===== config.mk =====
export PLATFORM = sky130hd
export DESIGN_NAME = pnt_div
export DESIGN_NICKNAME = d
export VERILOG_FILES = /design/src/pnt_pkg.sv /design/src/pnt_div.sv
export SDC_FILE = /design/constraint.sdc
export NUM_CORES = 1
export LEC_CHECK = 0
export BUFFER_PORTS_ARGS = -buffer_cell sky130_fd_sc_hd__buf_2
export CAP_MARGIN = 20
export CORE_UTILIZATION = 40
export CTS_CLUSTER_DIAMETER = 80
export DETAILED_ROUTE_END_ITERATION = 8
export GPL_TIMING_DRIVEN = 0
export HOLD_SLACK_MARGIN = 0.15
export PLACE_DENSITY = 0.67
export SLEW_MARGIN = 5
export SYNTH_ARGS = -nofsm -noshare
export SYNTH_HDL_FRONTEND = slang
export SYNTH_SLANG_ARGS = --single-unit
export TNS_END_PERCENT = 50

===== constraint.sdc =====
create_clock -name clk -period 5.4 [get_ports clk]
set_input_delay 0.54 -clock clk [delete_from_list [all_inputs] [get_ports clk]]
set_output_delay 0.54 -clock clk [all_outputs]
set_load 0.005 [all_outputs]

===== src/pnt_pkg.sv =====
// ----------------------------------------------------------------------------
// pnt_pkg
// widths and shared types of the perfect number test
// ----------------------------------------------------------------------------
package pnt_pkg;

	localparam int NUM_WIDTH = 32;
	localparam int IN_WIDTH  = 32;
	localparam int CNT_W     = $clog2(NUM_WIDTH);

	typedef logic [NUM_WIDTH-1:0] num_t;

	// divider status back to the sequencer
	typedef struct packed {
		logic done;
		num_t quo;
		num_t rem;
	} div_res_t;

endpackage


===== src/pnt_div.sv =====
// ----------------------------------------------------------------------------
// pnt_div
// restoring divider, one quotient bit per cycle between go and done
// ----------------------------------------------------------------------------
module pnt_div (
	input  logic              clk,
	input  logic              arst_n,
	input  logic              go,
	input  pnt_pkg::num_t     dividend,
	input  pnt_pkg::num_t     divisor,
	output pnt_pkg::div_res_t res
);
	import pnt_pkg::*;

	logic             run_q;
	logic             done_q;
	logic [CNT_W-1:0] cnt_q;
	num_t             quo_q;
	num_t             rem_q;

	logic [NUM_WIDTH:0] shifted;
	logic [NUM_WIDTH:0] diff;
	logic               fits;

	assign shifted = {rem_q, quo_q[NUM_WIDTH-1]};
	assign diff    = shifted - {1'b0, divisor};
	assign fits    = shifted >= {1'b0, divisor};

	always_ff @(posedge clk or negedge arst_n) begin
		if (!arst_n) begin
			run_q  <= 1'b0;
			done_q <= 1'b0;
			cnt_q  <= '0;
		end else begin
			done_q <= 1'b0;
			if (go) begin
				run_q <= 1'b1;
				cnt_q <= CNT_W'(NUM_WIDTH - 1);
			end else if (run_q) begin
				cnt_q <= cnt_q - 1'b1;
				if (cnt_q == '0) begin
					run_q  <= 1'b0;
					done_q <= 1'b1;
				end
			end
		end
	end

	always_ff @(posedge clk) begin
		if (go) begin
			quo_q <= dividend;
			rem_q <= '0;
		end else if (run_q) begin
			quo_q <= {quo_q[NUM_WIDTH-2:0], fits};
			rem_q <= fits ? diff[NUM_WIDTH-1:0] : shifted[NUM_WIDTH-1:0];
		end
	end

	assign res.done = done_q;
	assign res.quo  = quo_q;
	assign res.rem  = rem_q;

endmodule


# After elaboration in Yosys (flattened, before gate mapping)
# Index checks and enable logic that the tools add are counted.
# classes
div_mod_pow,0
n_eq_ne,0
add_sub_neg,2
bitwise,0
n_lt_le_gt_ge,1
reduce_logical,2
mul,0
mux,11
shifts,0
# op_table
cell,count
2-to-1 mux 32 bit,3
greater-or-equal comparator 33 x 32 -> 1 bit,1
subtractor 32 bit,1
2-to-1 mux 5 bit,2
2-to-1 mux 1 bit,6
logical NOT 5 bit,1
"subtractor 5 x 1 -> 5 bit, second input constant",1
nonzero test 2 bit,1
# totals
inputBits,67
ram_bits,0
memories,0
latchBits,0
regBits,71
word_cells,21
out_inout_bits,65
romBits,0

# Longest topological paths before layout
# depth
word_depth,4
ltp_mapped,14
ltp_nobuf,13

# Worst setup path before layout
# Ideal clock, no wire load.
# synth_timing
path_type,input to register
startpoint,in divisor[2]
endpoint,reg rem_q[28]
arrival_ps,2800
required_ps,5283
path_buffers,0
path_slack_ps,2482
cell_stages,12
cell_sequence,inv_1 -> ha_1 -> nor2b_1 -> o311a_1 -> o221a_2 -> a21oi_2 -> o21ai_2 -> a221oi_4 -> o211ai_1 -> nor3_1 -> a21oi_1 -> a32o_1
# synth_via
elab_chain_cells,2
word_cells_on_any_way,3
cone_classes,add/sub (1); order compare (1); mux (1)
# synth_lines
item,line_no,source
"start, declared",pnt_div.sv:10,"input pnt_pkg::num_t divisor,"
subtractor 32 bit / greater-or-equal comparator 33 x 32 -> 1 bit (equally long branches),"pnt_div.sv:26, pnt_div.sv:27",
2-to-1 mux 32 bit (*),pnt_div.sv:55,rem_q <= fits ? diff[NUM_WIDTH-1:0] : shifted[NUM_WIDTH-1:0];
"end signal, assigned",pnt_div.sv:55,
"end, declared",pnt_div.sv:19,num_t rem_q;
# Mark *: on every way between the ends. The rest lies on a longest branch, timed or not.
# A chain may end at the register's enable or synchronous reset.

# Final worst setup path
# layout_timing
startpoint,reg rem_q[16]
endpoint,reg rem_q[26]
# layout_via
elab_chain_cells,2
word_cells_on_any_way,3
cone_classes,add/sub (1); order compare (1); mux (1)
# layout_lines
item,line_no
subtractor 32 bit / greater-or-equal comparator 33 x 32 -> 1 bit (equally long branches),"pnt_div.sv:26, pnt_div.sv:27"
2-to-1 mux 32 bit (*),pnt_div.sv:55
# Marks and branches as above.

==> results_dict.tcl <==
set metrics [dict create \
    status "finished clean" \
    synth_nets 641 \
    hpwl_um 9880 \
    yosys_warnings 0 \
    die_w_um 113 \
    yosysMostFrequentCell "nor2_1" \
    worstSetupPathType "register to register" \
    multi_input_area_um2 2850 \
    synth-simple-area-share 0.136 \
    setup_tns_ns 0 \
    combPwrFrac 0.516 \
    async_flop_share 0.0986 \
    drtAntennaViolNets 0 \
    cts.path.max_buffers 2 \
    finalHoldViolCount 0 \
    drt-initial-drc-count 246 \
    max_stage_delay_ns 0.54 \
    cts_tree "done" \
    gp_congestion 0.884 \
    final_net_count 784 \
    start_kind "register" \
    crit_buf_inv 3 \
    place_ws_ns 2.01 \
    synth_common_cells "60 x nor2_1, 48 x a21oi_1, 42 x inv_1" \
    fp.dieH_um 113 \
    antenna_cells 0 \
    power_density_nw_per_um2 487 \
    synth_cell_type_count 58 \
    cts_buffers 9 \
    finalMaxSlewViolations 0 \
    grt_setup_unrepaired "false" \
    regArea_um2 1780 \
    maxCapViolations 0 \
    synth_top_family_by_area "compound AO/OA/AOI/OAI gates" \
    min_period_over_period 0.573 \
    layout_min_cycle_time_ns 3.10 \
    ys_seq_area_frac 0.361 \
    cpLargestDelayFamily "simple AND/OR/NAND/NOR gates" \
    hold_class "input pin to register" \
    worstPathArrival_ns 3.30 \
    port_buffers 130 \
    clkPwrFrac 0.197 \
    vias 4480 \
    p_switching_mw 1.24 \
    skew_ns 0.00953 \
    drive_above_1_share 0.295 \
    synth.top_cell.area_share 0.195 \
    grt_overflow 0 \
    netSwitchingFraction 0.418 \
    antenna_found_initial 0 \
    synth_compound_area_frac 0.208 \
    path_cells "ha_1 > clkbuf_1 > nand3_1 > or4_1 > nor4_2 > a211oi_1 > o21ai_1 > a21oi_2 > buf_6 > buf_2 > a31oi_1 > o32ai_1" \
    grt_pass1_wl_um 20400 \
    core.rowCount 40 \
    synth_area_um2 4920 \
    synth_seq_cells 71 \
    setup_viol 0 \
    intPower_mw 1.72 \
    final_util 0.506 \
    htree_levels 3 \
    initial_core_util 0.409 \
    slew_headroom 0.600 \
    die_area_um2 12700 \
    crit_fanout 10 \
    setup_ws_ns 2.30 \
    synthMuxAreaShare 0.0919 \
    ctsRootBufferMaster "clkbuf_16" \
    drc 0 \
    yosys.area_share.adder 0.0906 \
    routed_wl_um 12700 \
    seq_power_share 0.287 \
    syn-instance-count 539 \
    yosys-top-cells-area "edfxtp_1 20%, dfxtp_1 13%, ha_1 8.7%, mux2_2 7.6%, a21oi_1 4.9%" \
    drt_first_pass_iters 5 \
    cts_sinks 71 \
    grt_pass1_vias 4219 \
    viasPerCell 5.37 \
    cp_slowest_cell "or4_1" \
    synthXorXnorAreaFrac 0.0534 \
    power_leakage_nw 2.85 \
    fmax_ghz 0.323 \
    grt_start_max_net_pins 24 \
    worstSkewPairLatency_ns 0.35 \
    ir_drop_mv 0.192 \
    reg2reg_slack_ns 2.30 \
    cts.clk_slew.worst_paths_ns 0.07 \
    cp.required_ns 5.61 \
    grt_use_total 0.203 \
    worst_pin_slew_ns 0.599 \
    endpoint_kind "register" \
    synth.avg_cell_area_um2 9.12 \
    ios 132 \
    synthFlopType "edfxtp_1" \
    synth-edff-count 32 \
    wl_per_cell_um 15.2 \
    syn2layout_area_growth_pct 23.7 \
    core_area_um2 12000 \
    synth_top_area_cell "edfxtp_1" \
    nFillCells 1169 \
]
repair_timing:
item                                   4_1_cts  5_1_grt
hold buffers                                 1        0
buffers inserted                             0        0
endpoints found under the hold margin        7        0
gates resized for setup                      0        0
cells by family (layout without fill, tap and decap cells):
logic type               after synthesis  after routing
AO/OA/AOI/OAI                        150            150
AND/OR/NAND/NOR                      140            140
buffers and inverters                 72            220
flip-flops                            71             71
multiplexers                          41             41
adder cells (fa/ha/maj)               35             35
XOR/XNOR                              30             30
sequential cells by signal, summed over array words and instances, names as in the netlist:
| name | cells |
|---|---|
| done_q | 1 |
| cnt_q | 5 |
| rem_q | 32 |
| quo_q | 32 |
| run_q | 1 |
power groups by stage:
stage          Sequential [mW]  Clock [mW]  Combinational (mW)
2_1_floorplan            0.839           0                1.11
3_3_place_gp             0.854           0                1.50
3_5_place_dp             0.857           0                1.52
4_1_cts                  0.848       0.595                1.53
5_1_grt                  0.870       0.610                1.70
6_report                 0.849       0.583                1.53
final timing paths:
kind                        endpoint          from  depth (start not counted)
hold / removal             quo_q[24]  dividend[24]                          2
hold reg to reg             rem_q[3]      rem_q[3]                          2
max in group asynchronous     done_q        arst_n                          2
min in group asynchronous   cnt_q[3]        arst_n                          2
setup / recovery           rem_q[26]     rem_q[16]                         12
setup reg to reg           rem_q[26]     rem_q[16]                         12
layer usage:
layer / part of all wire / vias up / track usage
li1: - / 2222 / -
met4: 0.018 / 0 / 0.0658
met2: 0.47 / 107 / 0.333
met5: 0 / - / 0
met1: 0.47 / 2132 / 0.271
met3: 0.039 / 19 / 0.0375
stage by stage:
step	instances	total power, mW	hold WS (ns)	cell area (µm²)
after floorplan	539	1.95	0.244	4920
after global placement	816	2.36	0.379	5750
after detailed placement	817	2.38	0.384	5780
after CTS	834	2.97	0.482	6080
after global routing	834	3.18	0.490	6080
final	834	2.96	0.487	6080
final cells by class:
class,instances,area share
Multi-Input combinational cell,396,0.469
Sequential cell,71,0.292
Timing Repair Buffer,132,0.113
Clock buffer,9,0.0370
Tap cell,147,0.0303
Inverter,42,0.0259
Buffer,30,0.0218
Clock inverter,7,0.0109
layout by cell type, fill, tap and decap left out, types with 20 or more instances in the layout:
| cell type | instances |
|---|---|
| a21oi_1 | 48 |
| edfxtp_1 | 32 |
| a211oi_1 | 28 |
| ha_1 | 34 |
| dfxtp_1 | 32 |
| buf_2 | 137 |
| nand2_1 | 25 |
| mux2_2 | 33 |
| clkbuf_1 | 20 |
| nor2_1 | 60 |
| inv_1 | 42 |
(Power assumes the default switching activity.)
